$ cat src/rtl/fir_filter_direct_form_unit_assert.svh
// assertion macros shared by the fir filter rtl
// depends on nothing; the including module supplies clk and rst_n
`ifndef FIR_FILTER_DIRECT_FORM_UNIT_ASSERT_SVH
`define FIR_FILTER_DIRECT_FORM_UNIT_ASSERT_SVH

// same-cycle implication, checked out of reset
`define FIR_ASSERT_SAME(label, ante, cons, msg) \
  label: assert property (@(posedge clk) disable iff (!rst_n) (ante) |-> (cons)) \
    else $error(msg);

// next-cycle implication, checked out of reset
`define FIR_ASSERT_NEXT(label, ante, cons, msg) \
  label: assert property (@(posedge clk) disable iff (!rst_n) (ante) |=> (cons)) \
    else $error(msg);

`endif

$ cat src/rtl/fir_pkg.sv
// shared constants and types for the direct-form fir filter
// no dependencies
`default_nettype none

package fir_pkg;

  // tap store geometry
  localparam int MAX_TAPS = 64;
  localparam int TAP_W    = $clog2(MAX_TAPS);

  // field widths
  localparam int SAMPLE_W = 16;
  localparam int COEF_W   = 18;
  localparam int OUT_W    = 40;
  localparam int TAPCNT_W = 7;
  localparam int IDX_W    = 6;

  // sample is consumed as two 8-bit digits, low digit first
  localparam int DIGIT_W  = 8;
  localparam int PROD_W   = COEF_W + DIGIT_W + 1;

  // register map
  localparam int PADDR_W  = 3;
  localparam int PDATA_W  = 32;
  localparam logic REG_TAP_COUNT = 1'b0;
  localparam logic [TAPCNT_W-1:0] TAPCNT_RESET = TAPCNT_W'(64);

  // request codes
  localparam logic REQ_LOAD   = 1'b0;
  localparam logic REQ_SAMPLE = 1'b1;

  // control sequencer
  typedef enum logic [2:0] {
    ST_IDLE = 3'b001,
    ST_MAC  = 3'b010,
    ST_WRAP = 3'b100
  } state_t;

endpackage

`default_nettype wire

$ cat src/rtl/fir_ram.sv
// generic single-port-write, single-port-read ram with registered read
// no dependencies
`default_nettype none

module fir_ram #(
  parameter int WIDTH = 18,
  parameter int DEPTH = 64
) (
  input  wire logic                     clk,
  input  wire logic                     we,
  input  wire logic [$clog2(DEPTH)-1:0] waddr,
  input  wire logic [WIDTH-1:0]         wdata,
  input  wire logic [$clog2(DEPTH)-1:0] raddr,
  output logic      [WIDTH-1:0]         rdata
);

  logic [WIDTH-1:0] mem [DEPTH];

  // write port and registered read port
  always_ff @(posedge clk) begin
    if (we) begin
      mem[waddr] <= wdata;
    end
    rdata <= mem[raddr];
  end

endmodule

`default_nettype wire

$ cat src/rtl/fir_filter_direct_form_unit.sv
// top level of the direct-form fir filter: delay line, coefficient ram, digit-serial mac
// depends on fir_pkg, fir_ram and fir_filter_direct_form_unit_assert.svh
//
//   port group | direction | transfer when          | carries
//   in_*       | in        | in_valid & in_ready   | req_type, coef_index, coef_value, sample_in
//   out_*      | out       | out_valid & out_ready | filtered_out
//   apb        | in        | psel&penable&pwrite   | tap_count at byte address 0
//
// a coefficient load completes at its transfer; a sample occupies the mac for every tap before the next item is taken
// the mac walks every tap, two 8-bit sample digits per tap, through one 18x9 multiplier
// a finished sum waits in the output register while the next item is taken
// rst_n is synchronous: it clears the delay line and coefficient valid bits and sets tap_count to 64
// in_ready drops while a sample is in the mac and while its sum waits for the output register
`default_nettype none

module fir_filter_direct_form_unit (
  input  wire logic                                clk,
  input  wire logic                                rst_n,
  // input channel
  input  wire logic                                in_valid,
  output logic                                     in_ready,
  input  wire logic                                in_req_type,
  input  wire logic        [fir_pkg::IDX_W-1:0]    in_coef_index,
  input  wire logic signed [fir_pkg::COEF_W-1:0]   in_coef_value,
  input  wire logic signed [fir_pkg::SAMPLE_W-1:0] in_sample_in,
  // result channel
  output logic                                     out_valid,
  input  wire logic                                out_ready,
  output logic signed      [fir_pkg::OUT_W-1:0]    out_filtered_out,
  // configuration port
  input  wire logic                                psel,
  input  wire logic                                penable,
  input  wire logic                                pwrite,
  input  wire logic        [fir_pkg::PADDR_W-1:0]  paddr,
  input  wire logic        [fir_pkg::PDATA_W-1:0]  pwdata,
  output logic             [fir_pkg::PDATA_W-1:0]  prdata,
  output logic                                     pready
);

  `include "fir_filter_direct_form_unit_assert.svh"

  localparam int TAP_W    = fir_pkg::TAP_W;
  localparam int TAPCNT_W = fir_pkg::TAPCNT_W;
  localparam int DIGIT_W  = fir_pkg::DIGIT_W;
  localparam int PROD_W   = fir_pkg::PROD_W;
  localparam int OUT_W    = fir_pkg::OUT_W;

  fir_pkg::state_t state_r, state_nxt;

  logic [TAPCNT_W-1:0]                 tap_count_r;
  logic signed [fir_pkg::SAMPLE_W-1:0] dl_r [fir_pkg::MAX_TAPS];
  logic [fir_pkg::MAX_TAPS-1:0]        coef_vld_r;

  logic [TAP_W-1:0] tap_r, tap_nxt;
  logic             digit_r, digit_nxt;

  logic                      s1_vld_r, s1_hi_r, s1_en_r;
  logic signed [DIGIT_W:0]   s1_digit_r;
  logic                      vld_rd_r;
  logic                      s2_vld_r, s2_hi_r, s2_en_r;
  logic signed [PROD_W-1:0]  p_r;
  logic signed [OUT_W-1:0]   acc_r;
  logic signed [OUT_W-1:0]   out_data_r;
  logic                      out_valid_r;

  logic                          in_xfer, load_xfer, smp_xfer, cfg_wr, rot_en, mac_last;
  logic                          out_load;
  logic [TAPCNT_W-1:0]           active;
  logic [fir_pkg::COEF_W-1:0]    ram_rdata;
  logic signed [fir_pkg::COEF_W-1:0] coef_eff;
  logic signed [OUT_W-1:0]       p_ext, p_add;

  // handshake decode
  assign in_ready  = (state_r == fir_pkg::ST_IDLE);
  assign in_xfer   = in_valid && in_ready;
  assign load_xfer = in_xfer && (in_req_type == fir_pkg::REQ_LOAD)
                     && (int'(in_coef_index) < fir_pkg::MAX_TAPS);
  assign smp_xfer  = in_xfer && (in_req_type == fir_pkg::REQ_SAMPLE);

  // configuration register
  assign pready = 1'b1;
  assign cfg_wr = psel && penable && pwrite && pready;

  always_ff @(posedge clk) begin
    if (!rst_n) begin
      tap_count_r <= fir_pkg::TAPCNT_RESET;
    end else if (cfg_wr && (paddr[2] == fir_pkg::REG_TAP_COUNT)) begin
      tap_count_r <= pwdata[TAPCNT_W-1:0];
    end
  end

  always_comb begin
    prdata = '0;
    if (paddr[2] == fir_pkg::REG_TAP_COUNT) begin
      prdata = {{(fir_pkg::PDATA_W-TAPCNT_W){1'b0}}, tap_count_r};
    end
  end

  // clamp tap count to the store depth
  assign active = (tap_count_r > TAPCNT_W'(fir_pkg::MAX_TAPS)) ?
                  TAPCNT_W'(fir_pkg::MAX_TAPS) : tap_count_r;

  // sequencer
  assign mac_last = (tap_r == TAP_W'(fir_pkg::MAX_TAPS - 1)) && digit_r;
  assign out_load = (state_r == fir_pkg::ST_WRAP) && !s1_vld_r && !s2_vld_r
                    && (!out_valid_r || out_ready);
  assign rot_en   = (state_r == fir_pkg::ST_MAC) && digit_r;

  always_comb begin
    state_nxt = state_r;
    tap_nxt   = tap_r;
    digit_nxt = digit_r;
    case (state_r)
      fir_pkg::ST_IDLE: begin
        tap_nxt   = '0;
        digit_nxt = 1'b0;
        if (smp_xfer) begin
          state_nxt = fir_pkg::ST_MAC;
        end
      end
      fir_pkg::ST_MAC: begin
        digit_nxt = !digit_r;
        if (digit_r) begin
          tap_nxt = tap_r + TAP_W'(1);
        end
        if (mac_last) begin
          state_nxt = fir_pkg::ST_WRAP;
        end
      end
      fir_pkg::ST_WRAP: begin
        if (out_load) begin
          state_nxt = fir_pkg::ST_IDLE;
        end
      end
      default: begin
        state_nxt = fir_pkg::ST_IDLE;
      end
    endcase
  end

  always_ff @(posedge clk) begin
    if (!rst_n) begin
      state_r <= fir_pkg::ST_IDLE;
      tap_r   <= '0;
      digit_r <= 1'b0;
    end else begin
      state_r <= state_nxt;
      tap_r   <= tap_nxt;
      digit_r <= digit_nxt;
    end
  end

  // delay line: push on a sample, rotate one place per tap after its high digit, tap 0 is read
  always_ff @(posedge clk) begin
    if (!rst_n) begin
      for (int i = 0; i < fir_pkg::MAX_TAPS; i++) begin
        dl_r[i] <= '0;
      end
    end else if (smp_xfer) begin
      dl_r[0] <= in_sample_in;
      for (int i = 1; i < fir_pkg::MAX_TAPS; i++) begin
        dl_r[i] <= dl_r[i-1];
      end
    end else if (rot_en) begin
      for (int i = 0; i < fir_pkg::MAX_TAPS - 1; i++) begin
        dl_r[i] <= dl_r[i+1];
      end
      dl_r[fir_pkg::MAX_TAPS-1] <= dl_r[0];
    end
  end

  // coefficient store; never-written entries read as zero
  fir_ram #(
    .WIDTH (fir_pkg::COEF_W),
    .DEPTH (fir_pkg::MAX_TAPS)
  ) u_coef_ram (
    .clk   (clk),
    .we    (load_xfer),
    .waddr (in_coef_index[TAP_W-1:0]),
    .wdata (in_coef_value),
    .raddr (tap_r),
    .rdata (ram_rdata)
  );

  always_ff @(posedge clk) begin
    if (!rst_n) begin
      coef_vld_r <= '0;
    end else if (load_xfer) begin
      coef_vld_r[in_coef_index[TAP_W-1:0]] <= 1'b1;
    end
  end

  always_ff @(posedge clk) begin
    vld_rd_r <= coef_vld_r[tap_r];
  end

  // stage 1: pick the sample digit alongside the ram read
  always_ff @(posedge clk) begin
    if (!rst_n) begin
      s1_vld_r <= 1'b0;
    end else begin
      s1_vld_r <= (state_r == fir_pkg::ST_MAC);
    end
    s1_hi_r    <= digit_r;
    s1_en_r    <= ({{(TAPCNT_W-TAP_W){1'b0}}, tap_r} < active);
    s1_digit_r <= digit_r ? {dl_r[0][fir_pkg::SAMPLE_W-1], dl_r[0][fir_pkg::SAMPLE_W-1 -: DIGIT_W]}
                          : {1'b0, dl_r[0][DIGIT_W-1:0]};
  end

  // stage 2: coefficient times digit
  assign coef_eff = vld_rd_r ? $signed(ram_rdata) : '0;

  always_ff @(posedge clk) begin
    if (!rst_n) begin
      s2_vld_r <= 1'b0;
    end else begin
      s2_vld_r <= s1_vld_r;
    end
    s2_hi_r <= s1_hi_r;
    s2_en_r <= s1_en_r;
    p_r     <= coef_eff * s1_digit_r;
  end

  // stage 3: accumulate, high digit weighted by 2^8
  assign p_ext = {{(OUT_W-PROD_W){p_r[PROD_W-1]}}, p_r};
  assign p_add = s2_hi_r ? {p_ext[OUT_W-DIGIT_W-1:0], {DIGIT_W{1'b0}}} : p_ext;

  always_ff @(posedge clk) begin
    if (smp_xfer) begin
      acc_r <= '0;
    end else if (s2_vld_r && s2_en_r) begin
      acc_r <= acc_r + p_add;
    end
  end

  // output register
  always_ff @(posedge clk) begin
    if (!rst_n) begin
      out_valid_r <= 1'b0;
    end else if (out_load) begin
      out_valid_r <= 1'b1;
    end else if (out_ready) begin
      out_valid_r <= 1'b0;
    end
    if (out_load) begin
      out_data_r <= acc_r;
    end
  end

  assign out_valid        = out_valid_r;
  assign out_filtered_out = out_data_r;

  // checks
  `FIR_ASSERT_NEXT(a_smp_starts_mac, smp_xfer,
    (state_r == fir_pkg::ST_MAC) && (tap_r == '0) && !digit_r,
    "sample transfer did not start the mac at tap zero")
  `FIR_ASSERT_SAME(a_pipe_order, s2_vld_r, $past(s1_vld_r),
    "product stage valid without a preceding issue")
  `FIR_ASSERT_NEXT(a_load_marks_valid, load_xfer,
    coef_vld_r[$past(in_coef_index[TAP_W-1:0])],
    "coefficient load did not mark its entry valid")

endmodule

`default_nettype wire
$ cat config.mk
export PLATFORM = sky130hd
export DESIGN_NAME = fir_filter_direct_form_unit
export DESIGN_NICKNAME = d
export VERILOG_FILES = /design/src/rtl/fir_pkg.sv /design/src/rtl/fir_ram.sv /design/src/rtl/fir_filter_direct_form_unit.sv
export VERILOG_INCLUDE_DIRS = /design/src /design/src/rtl
export SDC_FILE = /design/constraint.sdc
export NUM_CORES = 2
export LEC_CHECK = 0
export BUFFER_PORTS_ARGS = -buffer_cell sky130_fd_sc_hd__buf_2
export CORE_ASPECT_RATIO = 1.4
export CORE_UTILIZATION = 32
export CTS_CLUSTER_SIZE = 20
export DETAILED_ROUTE_END_ITERATION = 7
export PLACE_DENSITY = 0.46
export REMOVE_ABC_BUFFERS = 1
export SLEW_MARGIN = 20
export SYNTH_ARGS = -nofsm -noshare
export SYNTH_HDL_FRONTEND = slang
export SYNTH_SLANG_ARGS = --single-unit
$ cat constraint.sdc
create_clock -name clk -period 16.9 [get_ports clk]
set_input_delay 2.535 -clock clk [delete_from_list [all_inputs] [get_ports clk]]
set_output_delay 2.535 -clock clk [all_outputs]
set_load 0.01 [all_outputs]
# Yosys cells after proc, flatten, opt, wreduce, memory -nomap -nowiden
# Memory sizes are Yosys's and may differ from the RTL's. A register that Yosys moved wholly into a read port is not among the register bits.
# Cells that the tools add are included.
[totals]
mem_bits_rw = 2176
mem_count = 2
regBits = 205
input_bits = 83
[classes]
reduce_logical = 22
n_mul = 1
muxes = 156
bitwise_logic = 131
n_addsub = 2
n_eq_ne = 8
magnitude_cmp = 5
[memory_table]
columns = ["memory", "depth", "width", "read_ports", "rd_clocked_by_memory_dff", "wr", "line", "source"]
rows = [
  ["u_coef_ram.mem", 64, 18, 1, 1, 1, "fir_ram.sv:17", "logic [WIDTH-1:0] mem [DEPTH];"],
  ["dl_r", 64, 16, 64, 0, 64, "fir_filter_direct_form_unit.sv:51", "logic signed [fir_pkg::SAMPLE_W-1:0] dl_r [fir_pkg::MAX_TAPS];"],
]
[ops]
columns = ["cell", "n"]
rows = [
  ["$mux 16", 128],
  ["$or 1x1->1", 128],
  ["$or 64x64->64", 1],
  ["$add 40x35->40", 1],
  ["$mux 34", 1],
  ["$mul 18x9->27", 1],
  ["$mux 18", 1],
  ["$lt 6x7->1 const B", 2],
  ["$mux 1", 14],
  ["$mux 7", 2],
  ["$logic_and 1x1->1", 13],
  ["$pmux 6 s2", 1],
  ["$mux 3", 3],
  ["$pmux 3 s3", 1],
  ["$mux 8", 1],
  ["$gt 7x7->1 const B", 1],
  ["$lt 6x7->1", 1],
  ["$add 6x1->6 const B", 1],
  ["$bmux 1 s6", 1],
  ["$demux 1 s6", 1],
  ["$eq 6x6->1 const B", 1],
  ["$ge 6x1->1 const B", 1],
  ["$mux 6", 1],
  ["$ne 2x2->1 const B", 3],
  ["other kinds (11)", 16],
]

# Longest topological paths before layout
[depth]
word_depth = 8
mapped_depth = 23

# Cells and area by module
# From an unflattened synthesis, not the netlist that was laid out.
[unflattened]
hier_cells = 6045
hier_area_um2 = 100984.4
[by_module_without_submodules]
columns = ["module", "area_each_um2", "instances", "cells_each", "seq_area_each_um2"]
rows = [
  ["fir_filter_direct_form_unit", 56026.2, 1, 3976, 35253.8],
  ["fir_ram", 44958.1, 1, 2069, 34953.5],
]

# Least setup slack after synthesis
# Ideal clock, no wire load.
[synth_timing]
kind = "in2reg"
startpoint = "in rst_n"
endpoint = "mem dl_r[0][100] (netlist name) (enable)"
setup_ns = 3.528
t_arrival_ns = 11.430
cell_stages = 5
setup_slack_ns = 1.942
cell_sequence = "and2_1 > clkbuf_1 > clkbuf_1 > clkbuf_1 > nand2_1"
[synth_lines]
columns = ["item", "line", "source"]
rows = [
  ["start, declared", "fir_filter_direct_form_unit.sv:18", "input wire logic rst_n,"],
  ["end, declared", "fir_filter_direct_form_unit.sv:51", ""],
]

# Worst setup path in the final report
[layout_timing]
startpoint = "reg vld_rd_r"
endpoint = "reg p_r[25]"
[layout_between]
elab_chain_cells = 2
[layout_rtl]
columns = ["item", "line", "source"]
rows = [
  ["start, declared", "fir_filter_direct_form_unit.sv:59", "logic vld_rd_r;"],
  ["start signal, assigned", "fir_filter_direct_form_unit.sv:194", "vld_rd_r <= coef_vld_r[tap_r];"],
  ["$mux 18", "fir_filter_direct_form_unit.sv:211", "assign coef_eff = vld_rd_r ? $signed(ram_rdata) : '0;"],
  ["$mul 18x9->27", "fir_filter_direct_form_unit.sv:221", "p_r <= coef_eff * s1_digit_r;"],
  ["end signal, assigned", "fir_filter_direct_form_unit.sv:221", ""],
  ["end, declared", "fir_filter_direct_form_unit.sv:61", "logic signed [PROD_W-1:0] p_r;"],
]
# Every way passes these cells.
# A chain may end at the register's enable or synchronous reset.

==> metrics.md <==
| Metric | Value |
|---|---|
| Total GRT Usage | 14.8% |
| CTS tree | done |
| Crit path max-delay cell type | buf_4 |
| Setup TNS | 0 ns |
| Max-slew violations | 0 |
| Static Leak | 38.8 nW |
| Post-DP HPWL | 132 mm |
| Row count | 242 |
| Clk buf depth | 4 |
| Final setup fails | 0 |
| GPL Wtd Cong | 0.774 |
| Total wire length | 235 mm |
| Root buf cell | clkbuf_16 |
| Vias in the first global route | 54,100 |
| DR vias/cell | 5.15 |
| Worst Path Buf+Inv | 4 |
| MaxCap Viol Count | 0 |
| Worst slew margin | 6.22% |
| Peak supply drop | 88.0 uV |
| DR pass1 iterations | 5 |
| Unrepaired setup endpoints after global routing | no |
| Die Span Y | 663 um |
| Crit end category | register |
| Initial DRC Count | 4,088 |
| Register area | 70,200 um2 |
| Resize count post-CTS | 0 |
| WS Path Type | register to register |
| Mapped cell area | 99,900 um2 |
| # IOs | 158 |
| Period utilization | 37.4% |
| Area of the multi-input gates | 28,000 um2 |
| Critical path fanouts, max | 102 |
| Flops & latches, synth | 2,399 |
| Cell count after synthesis | 5,567 |
| First-pass GRT wire length | 354 mm |
| CP arrival | 7.12 ns |
| Post-Place Cells | 9,489 |
| CTS sink cnt | 2,399 |
| Worst skew pair latency | 0.94 ns |
| Pwr dens | 111 nW/um2 |
| Wire per inst | 23.6 um |
| CP startpoint kind | register |
| Initial Util | 32.2% |
| Critical Path Max Stage Delay | 0.61 ns |
| Die X | 474 um |
| Fraction of registers with async set/reset | 0% |
| Largest net degree at the start of global routing | 237 |
| Mean post-synth cell area | 17.9 um2 |
| Grt total ovfl | 0 |
| Hold buffer count at cts | 0 |
| Post-synth top flop | edfxtp_1 |
| Yosys warns | 0 |
| Fill count | 28,800 |
| Synth cell types | 63 |
| Slew @ Worst Pin | 1.41 ns |
| H-tree Lvls | 4 |
| Final Net Count | 5,907 |
| Outcome | finished clean |
| Fmax | 158 MHz |
| Worst-path clk slew | 0.06 ns |
| Layout cell share with drive strength beyond 1 | 17.5% |
| Buffers on Ports | 104 |
| Final non-filler cell total | 9,949 |
| Cell mode on critical path | fa_1 |
| Most common cell after layout, fill and taps aside | edfxtp_1 |
| Final Hold Fails | 0 |
| Worst Hold Class | register to register |
| Most frequent cells in the layout | 2,216 x edfxtp_1, 1,024 x a22o_1, 399 x mux4_2 |
| Core area | 310,000 um2 |
| Critical path's top delay family | adder cells |
| CP required | 17.70 ns |
| DR vias | 51,200 |
| Initial antenna violation count | 21 |
| Die area | 314,000 um2 |
| Tmin final | 6.32 ns |
| Antenna Nets Post-Route | 0 |
| Area growth syn-to-layout | 13.0% |
| Cts bufs inserted | 245 |
| Register area share after synthesis | 70.3% |
| Final Skew | 0.139 ns |
| Post-CTS Setup Inserts | 0 |
| Post-synth EDFFs | 2,216 |
| DRC Markers | 0 |
| Critical-path cell list | buf_4, and2_1, nand2_1, fa_1, inv_1, fa_1, fa_1, inv_1, fa_1, inv_1, ha_1, ha_1, nand2_1, nor2_1, a211oi_1, a31o_1, a21oi_1, o41ai_2, o2111ai_1, a21oi_1, xnor2_1 |
## final cells by class
class	instances	share of cell area [%]
Multi-Input combinational cell	2635	24.8
Tap cell	4148	4.60
Antenna cell	10	0.0222
Timing Repair Buffer	172	1.04
Sequential cell	2399	62.2
Inverter	136	0.452
Clock buffer	334	5.96
Clock inverter	115	0.928
## final timing paths
check | from | to | slack [ns] | cells past startpoint
worst max-delay path | vld_rd_r$_DFF_P_ | p_r[25]$_DFF_P_ | 10.58 | 21
worst min register to register | s1_hi_r$_DFF_P_ | s2_hi_r$_DFF_P_ | 0.33 | 0
worst min-delay path | s1_hi_r$_DFF_P_ | s2_hi_r$_DFF_P_ | 0.33 | 0
worst max register to register | vld_rd_r$_DFF_P_ | p_r[25]$_DFF_P_ | 10.58 | 21
## worst reg2reg max path: cells and delay by family, from the launching register on
| family | cells | cell delay (ns) |
|---|---|---|
| buffers and inverters | 4 | 0.77 |
| AND/OR/NAND/NOR | 4 | 0.77 |
| flip-flops | 1 | 0.31 |
| XOR/XNOR | 1 | 0.13 |
| adder cells (fa/ha/maj) | 6 | 2.75 |
| AO/OA/AOI/OAI | 6 | 1.54 |
## Yosys cell counts, drive strengths merged, types with 4 or more instances
library cell | count | area (um2)
a31oi | 6 | 37.5
o21a | 69 | 518
nor2 | 123 | 462
a211oi | 6 | 50.1
and2 | 19 | 119
xor2 | 22 | 193
nand3b | 6 | 45.0
clkbuf | 320 | 1200
mux2i | 9 | 90.1
nand2b | 20 | 125
a21o | 32 | 240
mux4 | 399 | 8990
o21bai | 12 | 90.1
a21oi | 102 | 510
o21ai | 47 | 235
mux2 | 25 | 282
a311oi | 4 | 35.0
nand4 | 5 | 31.3
nor2b | 31 | 194
a22o | 1024 | 8970
o211ai | 6 | 45.0
dfxtp | 183 | 3660
inv | 136 | 510
nand2 | 189 | 709
and3 | 67 | 419
xnor2 | 37 | 324
edfxtp | 2216 | 66500
ha | 101 | 1260
buf | 101 | 563
nor3 | 15 | 75.1
fa | 134 | 2680
a21boi | 6 | 45.1
nand3 | 56 | 280
or3 | 4 | 25.0
## sequential cells by signal (all words and copies together), names as in the netlist, 7 cells and up
name              flops
s1_digit_r            9
out_filtered_out     40
u_coef_ram.rdata     18
acc_r                40
dl_r               1024
coef_vld_r           64
tap_count_r           7
p_r                  27
u_coef_ram.mem     1152
## routing by layer
metal | track usage (%) | wire (um) | vias to the layer above
li1 | - | - | 22700
met1 | 19.0 | 100000 | 27300
met2 | 26.0 | 121000 | 904
met3 | 2.13 | 8570 | 341
met4 | 3.79 | 5410 | 10
met5 | 0 | 64 | -
## metrics by stage
step / area (um2) / hold slack, ns / setup WS (ns) / power, W / utilization, %
after floorplan: 98200 / 0.310 / -41.29 / 0.00721 / -
after global placement: 105000 / 0.310 / 10.15 / 0.00725 / 33.8
after detailed placement: 105000 / 0.312 / 10.07 / 0.00727 / 33.8
after CTS: 113000 / 0.327 / 10.55 / 0.0127 / 36.3
after global routing: 113000 / 0.346 / 10.23 / 0.0129 / 36.4
final: 113000 / 0.327 / 10.58 / 0.0125 / 36.4
## where the power goes
part           internal, W  total (W)  switching, W
registers          0.00671    0.00683      0.000126
clock network      0.00304    0.00535       0.00231
logic            0.0000910   0.000302      0.000211
total              0.00984     0.0125       0.00265
## cells by family after synthesis
kind of cell | synth area share, %
other | 0.00752
xor gates and xnor gates | 0.517
muxes | 9.37
adders and majority gates | 3.95
and+or+nand+nor | 2.59
DFF | 70.3
buffers and inverters | 2.28
AOI/OAI and AO/OA | 11.0
(Power assumes the default switching activity.)
